[config.mk]
export PLATFORM = sky130hd
export DESIGN_NAME = per_worker_bump_allocator_unit
export DESIGN_NICKNAME = d
export VERILOG_FILES = /design/src/hw/rtl/pwba_pkg.sv /design/src/hw/rtl/pwba_ctrl.sv /design/src/hw/rtl/pwba_dp.sv /design/src/hw/rtl/per_worker_bump_allocator_unit.sv
export SDC_FILE = /design/constraint.sdc
export NUM_CORES = 1
export LEC_CHECK = 0
export BUFFER_PORTS_ARGS = -buffer_cell sky130_fd_sc_hd__buf_2
export CORE_UTILIZATION = 50
export DETAILED_ROUTE_END_ITERATION = 8
export GPL_TIMING_DRIVEN = 1
export PLACE_DENSITY = 0.74
export SLEW_MARGIN = 20
export SYNTH_ARGS = -nofsm -noshare
export SYNTH_HDL_FRONTEND = slang
export SYNTH_SLANG_ARGS = --single-unit
[constraint.sdc]
create_clock -name clk_i -period 15.9 [get_ports clk_i]
set_input_delay 0.795 -clock clk_i [delete_from_list [all_inputs] [get_ports clk_i]]
set_output_delay 0.795 -clock clk_i [all_outputs]
set_load 0.02 [all_outputs]
[src/hw/rtl/pwba_pkg.sv]
// Shared types, codes and helpers of the per-worker bump allocator.
package pwba_pkg;

  localparam int DefWorkers    = 4;
  localparam int DefArenaBytes = 16384;

  // Width of the byte-offset fields on the ports and of the internal sums.
  localparam int FieldW = 21;
  localparam int SumW   = 23;

  localparam logic [1:0] REQ_ALLOC   = 2'd0;
  localparam logic [1:0] REQ_RESET   = 2'd1;
  localparam logic [1:0] REQ_RELEASE = 2'd2;
  localparam logic [1:0] REQ_QUERY   = 2'd3;

  localparam logic [1:0] STAT_OK       = 2'd0;
  localparam logic [1:0] STAT_NO_ROOM  = 2'd1;
  localparam logic [1:0] STAT_BAD_MARK = 2'd2;

  localparam logic [2:0] ALIGN_DEFAULT = 3'd0;
  localparam logic [2:0] ALIGN_MAXED   = 3'd7;

  typedef struct packed {
    logic [1:0]        req_type;
    logic [3:0]        worker_id;
    logic [FieldW-1:0] size_bytes;
    logic [2:0]        align_code;
    logic [FieldW-1:0] release_mark;
  } req_t;

  typedef struct packed {
    logic [1:0]        status;
    logic [FieldW-1:0] block_offset;
    logic [3:0]        worker_used;
    logic [FieldW-1:0] current_offset;
    logic [FieldW-1:0] peak_used;
  } rsp_t;

  // Commands from the controller to the datapath.
  typedef struct packed {
    logic load;  // capture the accepted request word
    logic exec;  // serve the held request and fill the result register
  } cmd_t;

  // Alignment minus one: code zero is 8 bytes, seven saturates at 32 bytes.
  function automatic logic [4:0] align_mask(input logic [2:0] code);
    logic [4:0] m;
    m = 5'd0;
    unique case (code)
      ALIGN_DEFAULT: m = 5'd7;
      3'd1:          m = 5'd0;
      3'd2:          m = 5'd1;
      3'd3:          m = 5'd3;
      3'd4:          m = 5'd7;
      3'd5:          m = 5'd15;
      3'd6:          m = 5'd31;
      ALIGN_MAXED:   m = 5'd31;
      default:       m = 5'd31;
    endcase
    return m;
  endfunction

endpackage

[src/hw/rtl/pwba_ctrl.sv]
// Controller state machine of the bump allocator: handshakes and sequencing.
module pwba_ctrl (
  input  logic            clk_i,
  input  logic            rst_ni,
  input  logic            in_valid_i,
  output logic            in_ready_o,
  output logic            out_valid_o,
  input  logic            out_ready_i,
  output pwba_pkg::cmd_t  cmd_o
);
  import pwba_pkg::*;

  typedef enum logic {S_IDLE, S_EXEC} state_e;

  state_e state_q, state_d;
  logic   out_valid_q, out_valid_d;
  logic   exec;

  assign in_ready_o  = (state_q == S_IDLE);
  // The result register must be empty or emptying before a new result lands.
  assign exec        = (state_q == S_EXEC) && (!out_valid_q || out_ready_i);
  assign cmd_o.load  = in_valid_i && in_ready_o;
  assign cmd_o.exec  = exec;
  assign out_valid_o = out_valid_q;

  always_comb begin
    state_d     = state_q;
    out_valid_d = out_valid_q;
    if (out_ready_i) begin
      out_valid_d = 1'b0;
    end
    unique case (state_q)
      S_IDLE: begin
        if (in_valid_i) begin
          state_d = S_EXEC;
        end
      end
      S_EXEC: begin
        if (exec) begin
          state_d     = S_IDLE;
          out_valid_d = 1'b1;
        end
      end
      default: state_d = S_IDLE;
    endcase
  end

  always_ff @(posedge clk_i or negedge rst_ni) begin
    if (!rst_ni) begin
      state_q     <= S_IDLE;
      out_valid_q <= 1'b0;
    end else begin
      state_q     <= state_d;
      out_valid_q <= out_valid_d;
    end
  end

endmodule

[src/hw/rtl/pwba_dp.sv]
// Datapath of the bump allocator: offset registers, alignment, fit check, result.
module pwba_dp #(
  parameter int Workers    = pwba_pkg::DefWorkers,
  parameter int ArenaBytes = pwba_pkg::DefArenaBytes
) (
  input  logic            clk_i,
  input  logic            rst_ni,
  input  pwba_pkg::cmd_t  cmd_i,
  input  pwba_pkg::req_t  req_i,
  output pwba_pkg::rsp_t  rsp_o
);
  import pwba_pkg::*;

  localparam int OffW = $clog2(ArenaBytes + 1);
  localparam int IdxW = (Workers > 1) ? $clog2(Workers) : 1;

  req_t            req_q;
  rsp_t            rsp_q, rsp_d;
  logic [OffW-1:0] bump_q [Workers];
  logic [OffW-1:0] peak_q, peak_d;
  logic [OffW-1:0] bump_new;
  logic            bump_we;

  logic [3:0]      wid;
  logic [IdxW-1:0] widx;
  logic [SumW-1:0] off_ext, mask_ext, base, blk_end;
  logic            fits;

  // Ids at or beyond the worker count are served as worker zero.
  always_comb begin
    wid = req_q.worker_id;
    if ({1'b0, req_q.worker_id} >= 5'(Workers)) begin
      wid = 4'd0;
    end
  end
  assign widx = wid[IdxW-1:0];

  assign off_ext  = SumW'(bump_q[widx]);
  assign mask_ext = SumW'(align_mask(req_q.align_code));
  assign base     = (off_ext + mask_ext) & ~mask_ext;
  assign blk_end  = base + SumW'(req_q.size_bytes);
  assign fits     = (blk_end <= SumW'(ArenaBytes));

  always_comb begin
    bump_new           = bump_q[widx];
    bump_we            = 1'b0;
    peak_d             = peak_q;
    rsp_d.status       = STAT_OK;
    rsp_d.block_offset = '0;
    unique case (req_q.req_type)
      REQ_ALLOC: begin
        if (fits) begin
          bump_new           = blk_end[OffW-1:0];
          bump_we            = 1'b1;
          rsp_d.block_offset = base[FieldW-1:0];
          if (blk_end[OffW-1:0] > peak_q) begin
            peak_d = blk_end[OffW-1:0];
          end
        end else begin
          rsp_d.status = STAT_NO_ROOM;
        end
      end
      REQ_RESET: begin
        bump_new = '0;
        bump_we  = 1'b1;
      end
      REQ_RELEASE: begin
        if (SumW'(req_q.release_mark) > off_ext) begin
          rsp_d.status = STAT_BAD_MARK;
        end else begin
          bump_new = req_q.release_mark[OffW-1:0];
          bump_we  = 1'b1;
        end
      end
      REQ_QUERY: begin
        bump_we = 1'b0;
      end
      default: bump_we = 1'b0;
    endcase
    rsp_d.worker_used    = wid;
    rsp_d.current_offset = FieldW'(bump_new);
    rsp_d.peak_used      = FieldW'(peak_d);
  end

  always_ff @(posedge clk_i) begin
    if (cmd_i.load) begin
      req_q <= req_i;
    end
    if (cmd_i.exec) begin
      rsp_q <= rsp_d;
    end
  end

  always_ff @(posedge clk_i or negedge rst_ni) begin
    if (!rst_ni) begin
      for (int i = 0; i < Workers; i++) begin
        bump_q[i] <= '0;
      end
      peak_q <= '0;
    end else if (cmd_i.exec) begin
      if (bump_we) begin
        bump_q[widx] <= bump_new;
      end
      peak_q <= peak_d;
    end
  end

  assign rsp_o = rsp_q;

endmodule

[src/hw/rtl/per_worker_bump_allocator_unit.sv]
// Top level of the per-worker aligned bump allocator.
//
// Requests arrive as one word on in_valid_i/in_ready_o/in_data_i; every request
// gives exactly one result word on out_valid_o/out_ready_i/out_data_o. A word
// moves at a rising edge where valid and ready are both high.
// A request is captured in the cycle it is accepted and then served in the serve
// step, where the worker's offset register is read, aligned, checked against
// the arena size and written back, all in one pass. The result is registered,
// so out_valid_o rises once the serve step has filled the result register.
// The controller has a capture step and a serve step, and takes no new request
// while one is being served. A new request is taken while the previous result
// still waits; if the receiver stalls, the held request waits in the serve
// step until the result register frees, and in_ready_o stays low meanwhile.
// Reset clears all worker offsets and the overall peak to zero at once and
// empties the result register; no clearing pass is needed.
// Worker ids at or above Workers are served as worker zero.
module per_worker_bump_allocator_unit #(
  parameter int Workers    = pwba_pkg::DefWorkers,
  parameter int ArenaBytes = pwba_pkg::DefArenaBytes
) (
  input  logic            clk_i,
  input  logic            rst_ni,
  input  logic            in_valid_i,
  output logic            in_ready_o,
  input  pwba_pkg::req_t  in_data_i,
  output logic            out_valid_o,
  input  logic            out_ready_i,
  output pwba_pkg::rsp_t  out_data_o
);
  import pwba_pkg::*;

  // Command word from the controller to the datapath.
  cmd_t cmd;

  // Sequencing and both handshakes.
  pwba_ctrl u_ctrl (
    .clk_i       (clk_i),
    .rst_ni      (rst_ni),
    .in_valid_i  (in_valid_i),
    .in_ready_o  (in_ready_o),
    .out_valid_o (out_valid_o),
    .out_ready_i (out_ready_i),
    .cmd_o       (cmd)
  );

  // Offset state, alignment arithmetic and the result register.
  pwba_dp #(
    .Workers    (Workers),
    .ArenaBytes (ArenaBytes)
  ) u_dp (
    .clk_i  (clk_i),
    .rst_ni (rst_ni),
    .cmd_i  (cmd),
    .req_i  (in_data_i),
    .rsp_o  (out_data_o)
  );

endmodule

==> results of run 1 <==
## per-stage QoR
stage,util (%),hold slack [ps],setup WS [ps],total power [mW],cell area [µm²]
final,58.5,408,7690,1.86,11000
after global routing,58.5,463,7110,1.98,11000
after CTS,58.5,511,7810,1.86,11000
after detailed placement,55.5,496,7870,1.45,10400
after global placement,55.5,486,8100,1.44,10400
after floorplan,-,479,9520,1.22,9700
## state kept, by name, summed over array words and instances, names as in the netlist
signal / flops
u_dp.bump_q: 60
u_dp.rsp_o: 52
u_dp.mask_ext: 5
u_dp.peak_q: 15
u_ctrl.state_q: 1
u_dp.req_q: 51
u_ctrl.out_valid_o: 1
## worst max-delay path by stage
stage | cells past startpoint | slack [ps] | end
6_report | 22 | 7690 | u_dp.peak_q[13]
4_1_cts | 22 | 7810 | u_dp.peak_q[13]
3_3_place_gp | 22 | 8100 | u_dp.peak_q[2]
5_1_grt | 22 | 7110 | u_dp.peak_q[6]
3_5_place_dp | 22 | 7870 | u_dp.rsp_o[2]
2_1_floorplan | 25 | 9520 | u_dp.rsp_o[10]
## cell usage in the layout (no fill, tap or decap), drive strengths merged, types with 3 or more instances in the layout
cell and n:
buf 123, edfxtp 103, inv 84, dfrtp 77
mux2i 66, ha 53, nor2 46, mux2 42
a21oi 42, o21ai 22, nand2 20, conb 19
clkbuf 18, nand3 17, o22ai 15, and3 15
nor3 14, a21o 13, xnor2 13, a32oi 11
nor2b 10, nand4 9, o21a 8, clkinv 8
xor2 7, o211ai 7, and2 6, or3 6
o21bai 6, a211oi 6, o211a 5, dfxtp 5
nand2b 4, a31oi 4, a32o 4, or2 3
nor4 3, o2111ai 3
## worst max-delay path, delay by kind of cell, from the launching register on
family                   cells  cell delay, ps
adder cells (fa/ha/maj)      2             860
buffers and inverters        1             140
AND/OR/NAND/NOR              8            2800
multiplexers                 1             560
XOR/XNOR                     1             140
flip-flops                   1             660
AO/OA/AOI/OAI                9            2910
## where the power goes
| part | internal [mW] | switching (mW) | total [mW] | leakage, nW |
|---|---|---|---|---|
| Clock | 0.207 | 0.198 | 0.405 | 0.278 |
| Combinational | 0.262 | 0.480 | 0.742 | 2.67 |
| Sequential | 0.654 | 0.0625 | 0.717 | 1.98 |
## layer usage
| metal | up-vias | track usage [%] | routed length, µm |
|---|---|---|---|
| li1 | 3186 | - | - |
| met1 | 3278 | 34.1 | 10300 |
| met2 | 276 | 37.5 | 10400 |
| met3 | 42 | 5.23 | 1430 |
| met4 | 0 | 9.38 | 613 |
| met5 | - | 0 | 0 |
## kinds of logic after synthesis
family,count (synthesis),synth area share [%]
AOI/OAI and AO/OA,162,11.8
xor gates and xnor gates,20,1.82
adders and majority gates,55,7.30
buffers and inverters,122,5.66
DFF,185,53.1
muxes,108,11.8
other,1,0.0389
and+or+nand+nor,160,8.42
## area by class of cell
type                            instances  share of cell area (%)
Clock buffer                           18                    3.91
Clock inverter                         14                    1.22
Inverter                               78                    2.67
Multi-Input combinational cell        524                    36.9
Sequential cell                       185                    46.6
Tap cell                              234                    2.67
Timing Repair Buffer                  123                    6.00
## cells in the mapped netlist (17+ instances only)
cell and n:
a21oi_1 42, buf_4 19, dfrtp_1 77, edfxtp_1 103, ha_1 53, inv_1 78
mux2_2 42, mux2i_1 66, nand2_1 20, nand3_1 17, nor2_1 46, o21ai_0 22
==> key figures, run 1 <==
Timing
  • Final setup fails: 0
  • Tcrit/Tclk final: 51.6%
  • Worst slew pin tran: 1010 ps
  • Unrepaired setup endpoints after global routing: no
  • Final clock skew: 10.8 ps
  • Final Hold Viols: 0
  • FMAX: 122 MHz
  • Max-slew headroom: 32.8%
  • Min Tclk post-route: 8210 ps
  • Slew Limit Fails: 0
  • Sum Neg Setup Slack: 0 ps

CTS
  • Hold buffers post-CTS: 0
  • H-Tree Depth: 4
  • Clk_lat worst skew: 440 ps
  • Post-CTS setup buffers: 0
  • Worst-path clk slew: 70 ps
  • TritonCTS clock tree: done
  • CTS Sinks: 185
  • Worst-case clock buffer depth: 2
  • Total CTS buffers: 17
  • CTS resizes: 0
  • CTS Root Buffer Type: clkbuf_16

Worst setup path
  • Crit-path cells: nand2b_1 -> a2bb2oi_1 -> o22ai_1 -> inv_1 -> and2_1 -> fa_1 -> a21o_1 -> a21oi_1 -> nor2b_1 -> nor2_1 -> nor2_1 -> xnor2_1 -> ha_1 -> a21oi_1 -> o211ai_1 -> o2111ai_1 -> a211o_1 -> and3_1 -> nor4b_1 -> o211a_1 -> nand4_1 -> mux2_2
  • Worst EP arrival: 8520 ps
  • Critical R2R Capture: u_dp.peak_q[13]
  • Setup CP Type: flop to flop
  • CP max-delay cell: nand4_1
  • Cell count of the worst reg-to-reg path: 22
  • Crit path required time: 16,220 ps
  • Type of element capturing the critical path: flop
  • Startpoint types: flop
  • Reg-to-Reg Start: u_dp.req_q[46]
  • Max FO, Critical Path: 31
  • Slowest stage delay, CP: 950 ps
  • Crit. Startpoint: u_dp.req_q[46]
  • Reg2reg setup slack: 7690 ps

Cells and area
  • Fill count: 1,504
  • Layout Area Growth over Synthesis: 14.0%
  • Diodes inserted: 0
  • Seq. cell area: 5120 µm²
  • Final net count: 1,039
  • Layout cells sized above 1: 22.3%
  • Post-Layout Cell Count: 1,176
  • Area of the multi-input gates: 4060 µm²

Synth
  • EDFF count, synth: 103
  • Syn Inst Count: 813
  • Async set-reset flop share out of synthesis: 41.6%
  • Synth Flop Type: edfxtp_1
  • Synth area leaders: edfxtp_1 (32%), dfrtp_1 (20%), ha_1 (6.9%)
  • Register area share after synthesis: 53.1%
  • Netlist cell types: 64
  • Post-Syn Area: 9630 µm²
  • Mapped Avg Cell Area: 11.8 µm²
  • Synth Register Bits: 185
  • Post-synth top area cell: edfxtp_1
  • Synth Warn #: 0
  • Post-synth top area share: 32.1%

Global route
  • Initial antenna violation count: 0
  • Grt total ovfl: 0
  • Number of global-route vias before repair: 6,760
  • GRT Util Overall: 24.4%
  • Largest net degree at the start of global routing: 78
  • First-pass GRT wire length: 36.6 mm

Route
  • Via density: 5.77
  • Routed wirelength normalized by instance count: 19.4 µm
  • WL final: 22.8 mm
  • 1st-pass router iterations: 5
  • Initial DRC Count: 472
  • Post-detailed-route count of antenna-violating nets: 0
  • DRC viols: 0
  • Routed via count: 6,782

Die
  • Die H: 141 µm
  • Core area: 18,800 µm²
  • Core Rows: 50
  • Initial Util: 51.3%
  • Die area: 19,800 µm²
  • Total I/O pin count: 126
  • Die Width: 141 µm

Placement
  • Detailed Place HPWL: 16.2 mm
  • Final RePlAce weighted congestion: 0.917
  • Port bufs: 108
  • Dpl cells: 1,144

Power and ir drop
  • Pwr/cell area: 170 nW/µm²
  • Static leakage: 4.92 nW
  • Peak VDD IR: 0.106 mV

Outcome
  • Status: finished, final reports clean

Worst hold path
  • HP Class: input port to asynchronous set/reset pin

Job
  • Max Cap Violations: 0
(Power assumes the default switching activity.)
==> inputs of run 2 (changes only) <==
--- a/config.mk
+++ b/config.mk
@@ -9,7 +9,7 @@
 export CORE_UTILIZATION = 50
 export DETAILED_ROUTE_END_ITERATION = 8
 export GPL_TIMING_DRIVEN = 1
-export PLACE_DENSITY = 0.74
+export PLACE_DENSITY = 0.76
 export SLEW_MARGIN = 20
 export SYNTH_ARGS = -nofsm -noshare
 export SYNTH_HDL_FRONTEND = slang
==> constraint.sdc (replaced) <==
create_clock -name clk_i -period 6.9 [get_ports clk_i]
set_input_delay 0.345 -clock clk_i [delete_from_list [all_inputs] [get_ports clk_i]]
set_output_delay 0.345 -clock clk_i [all_outputs]
set_load 0.02 [all_outputs]
==> key figures, run 2 (synthesis gave the netlist of run 1 again) <==
Global route
  • First-pass GRT wire length: 36.2 mm (-1.2%)
  • Largest net degree at the start of global routing: 78 (unchanged)
  • GRT Util Overall: 24.4% (-0.039 points)
  • Grt total ovfl: 0 (unchanged)
  • Initial antenna violation count: 0 (unchanged)
  • Number of global-route vias before repair: 6,667 (-1.4%)

Timing
  • Final Hold Viols: 77 (+77)
  • Min Tclk post-route: 6440 ps (-1770 ps)
  • Tcrit/Tclk final: 93.3% (+42 points)
  • Max-slew headroom: 40.7% (+7.9 points)
  • Final clock skew: 11.9 ps (+1.14 ps)
  • Final WS setup: 460 ps (-7230 ps)
  • FMAX: 155 MHz (+27%)
  • Slew Limit Fails: 0 (unchanged)
  • Unrepaired setup endpoints after global routing: no
  • Final setup fails: 0 (unchanged)
  • Min Hold Slack: -54.8 ps (-463 ps)
  • Sum Neg Setup Slack: 0 ps (unchanged)
  • Worst slew pin tran: 889 ps (-119 ps)

Route
  • Routed wirelength normalized by instance count: 19.5 µm (+0.63%)
  • Routed via count: 6,876 (+1.4%)
  • Post-detailed-route count of antenna-violating nets: 0 (unchanged)
  • DRC viols: 0 (unchanged)
  • 1st-pass router iterations: 5 (unchanged)
  • Via density: 5.77 (+0.11%)
  • WL final: 23.2 mm (+1.9%)
  • Initial DRC Count: 540 (+14%)

Cells and area
  • Most common cell after layout, fill and taps aside: buf_2
  • Biggest register: u_dp.bump_q
  • Max reg flops: 60 (unchanged)
  • Seq. cell area: 5120 µm² (unchanged)
  • Layout cells sized above 1: 23.7% (+1.4 points)
  • Diodes inserted: 0 (unchanged)
  • Layout Area Growth over Synthesis: 15.8%
  • Most frequent cells in the layout: buf_2 (107), edfxtp_1 (103), inv_1 (77), dfrtp_1 (77), mux2i_1 (66)
  • Area of the multi-input gates: 4080 µm² (+0.71%)
  • Final net count: 1,054 (+1.4%)
  • Fill count: 1,506 (+0.13%)
  • Finished Cell Area: 11,200 µm² (+1.6%)

CTS
  • H-Tree Depth: 4 (unchanged)
  • CTS Sinks: 185 (unchanged)
  • Worst-case clock buffer depth: 2 (unchanged)
  • TritonCTS clock tree: done
  • Worst-path clk slew: 70 ps (about the same)
  • CTS Root Buffer Type: clkbuf_16
  • Clk_lat worst skew: 440 ps (about the same)
  • Total CTS buffers: 17 (unchanged)

Die
  • Core Rows: 50 (unchanged)
  • Die H: 141 µm (unchanged)
  • Die area: 19,800 µm² (unchanged)
  • Initial Util: 51.3% (unchanged)
  • Die Width: 141 µm (unchanged)
  • Core area: 18,800 µm² (unchanged)
  • Total I/O pin count: 126 (unchanged)

Placement
  • Detailed Place HPWL: 16.9 mm (+3.9%)
  • Final RePlAce weighted congestion: 0.962 (+4.9%)
  • Port bufs: 108 (unchanged)
  • Placed cell area: 10,500 µm² (+1.0%)
  • Dpl ws: 420 ps (-7450 ps)

Outcome
  • Status: complete, but fails checks
  • Failing checks: hold timing

Power and ir drop
  • Total power: 4.42 mW (+140%)
  • Peak VDD IR: 0.263 mV (+150%)
  • Static leakage: 5.02 nW (+1.9%)
  • Pwr/cell area: 396 nW/µm² (+130%)

Worst setup path
  • Crit-path cells: or2_2 -> nor2_1 -> o22ai_1 -> inv_1 -> ha_1 -> a21o_1 -> a41o_1 -> a31oi_1 -> xor2_1 -> ha_1 -> nand3_1 -> o211a_1 -> or3_1 -> a31oi_1 -> xor2_2 -> ha_1 -> nand4_1 -> a2111o_1 -> a21oi_1 -> nand3_2 -> buf_4 -> mux2_2
  • Most frequent CP cell: ha_1
  • Reg2reg setup slack: 460 ps (-7230 ps)
  • Slowest stage delay, CP: 440 ps (-510 ps)
  • Startpoint types: flop
  • Critical R2R Capture: u_dp.rsp_o[5]
  • Crit. Startpoint: u_dp.req_q[48]
  • Crit path required time: 7100 ps (-9120 ps)
  • CP max-delay cell: ha_1
  • Reg-to-Reg Start: u_dp.req_q[48]
  • Setup CP Type: flop to flop
  • Max FO, Critical Path: 9 (-71%)
  • Cell count of the worst reg-to-reg path: 22 (unchanged)
  • CP endpoint: u_dp.rsp_o[5]
  • Type of element capturing the critical path: flop
  • Worst EP arrival: 6640 ps (-1880 ps)

Worst hold path
  • HP Class: input port to asynchronous set/reset pin

Job
  • Max Cap Violations: 0 (unchanged)
## run 2: worst max-delay path: cells and delay by family (launching register included)
kind	cells	cell delay [ps]
adder cells (fa/ha/maj)	3	880
multiplexers	1	280
flip-flops	1	370
XOR/XNOR	2	530
AND/OR/NAND/NOR	6	1640
buffers and inverters	2	390
AO/OA/AOI/OAI	8	2070
## run 2: layer usage
metal	wire, µm	vias to the layer above	track usage, %	share of wire [%]
met1	10400	3309	34.1	45
met3	1700	54	4.89	7.3
li1	-	3215	-	-
met5	0	-	0	0
met4	553	0	8.30	2.4
met2	10500	298	38.1	45
## run 2: worst min-delay path by stage
stage                    startpoint                 end  slack (ps)  cells after the start
CTS                    in_data_i[5]       u_dp.req_q[5]          70                      1
floorplan                    rst_ni  u_ctrl.out_valid_o          50                      0
detailed placement  u_dp.bump_q[57]     u_dp.bump_q[57]         500                      1
global placement    u_dp.bump_q[22]     u_dp.bump_q[22]         490                      1
global route                 rst_ni      u_dp.peak_q[1]          10                      1
finish                       rst_ni     u_dp.bump_q[34]         -50                      1
## run 2: cell type report
| cell class | count | share of cell area [%] |
|---|---|---|
| clock buffers | 20 | 4.10 |
| clock inverters | 12 | 1.23 |
| inverters | 78 | 2.62 |
| multi-input cells | 524 | 36.6 |
| flip-flops and latches | 185 | 45.9 |
| well taps | 234 | 2.62 |
| repair buffers | 138 | 6.92 |
## run 2: what timing repair did
item / 4_1_cts / 5_1_grt
hold buffers: 0 / 0
setup buffers: 0 / 1
gates resized for setup: 0 / 6
setup endpoints to repair: 0 / 24
## run 2: per-stage QoR
step                utilization, %  std cells
finish                        59.4       1191
global placement              56.0       1158
detailed placement            56.0       1158
floorplan                        -        831
CTS                           59.2       1190
global route                  59.4       1191
## run 2: power breakdown
group / leakage, nW / internal [mW] / switching [mW]
Combinational: 2.75 / 0.628 / 1.14
Sequential: 1.98 / 1.51 / 0.144
Clock: 0.289 / 0.560 / 0.436
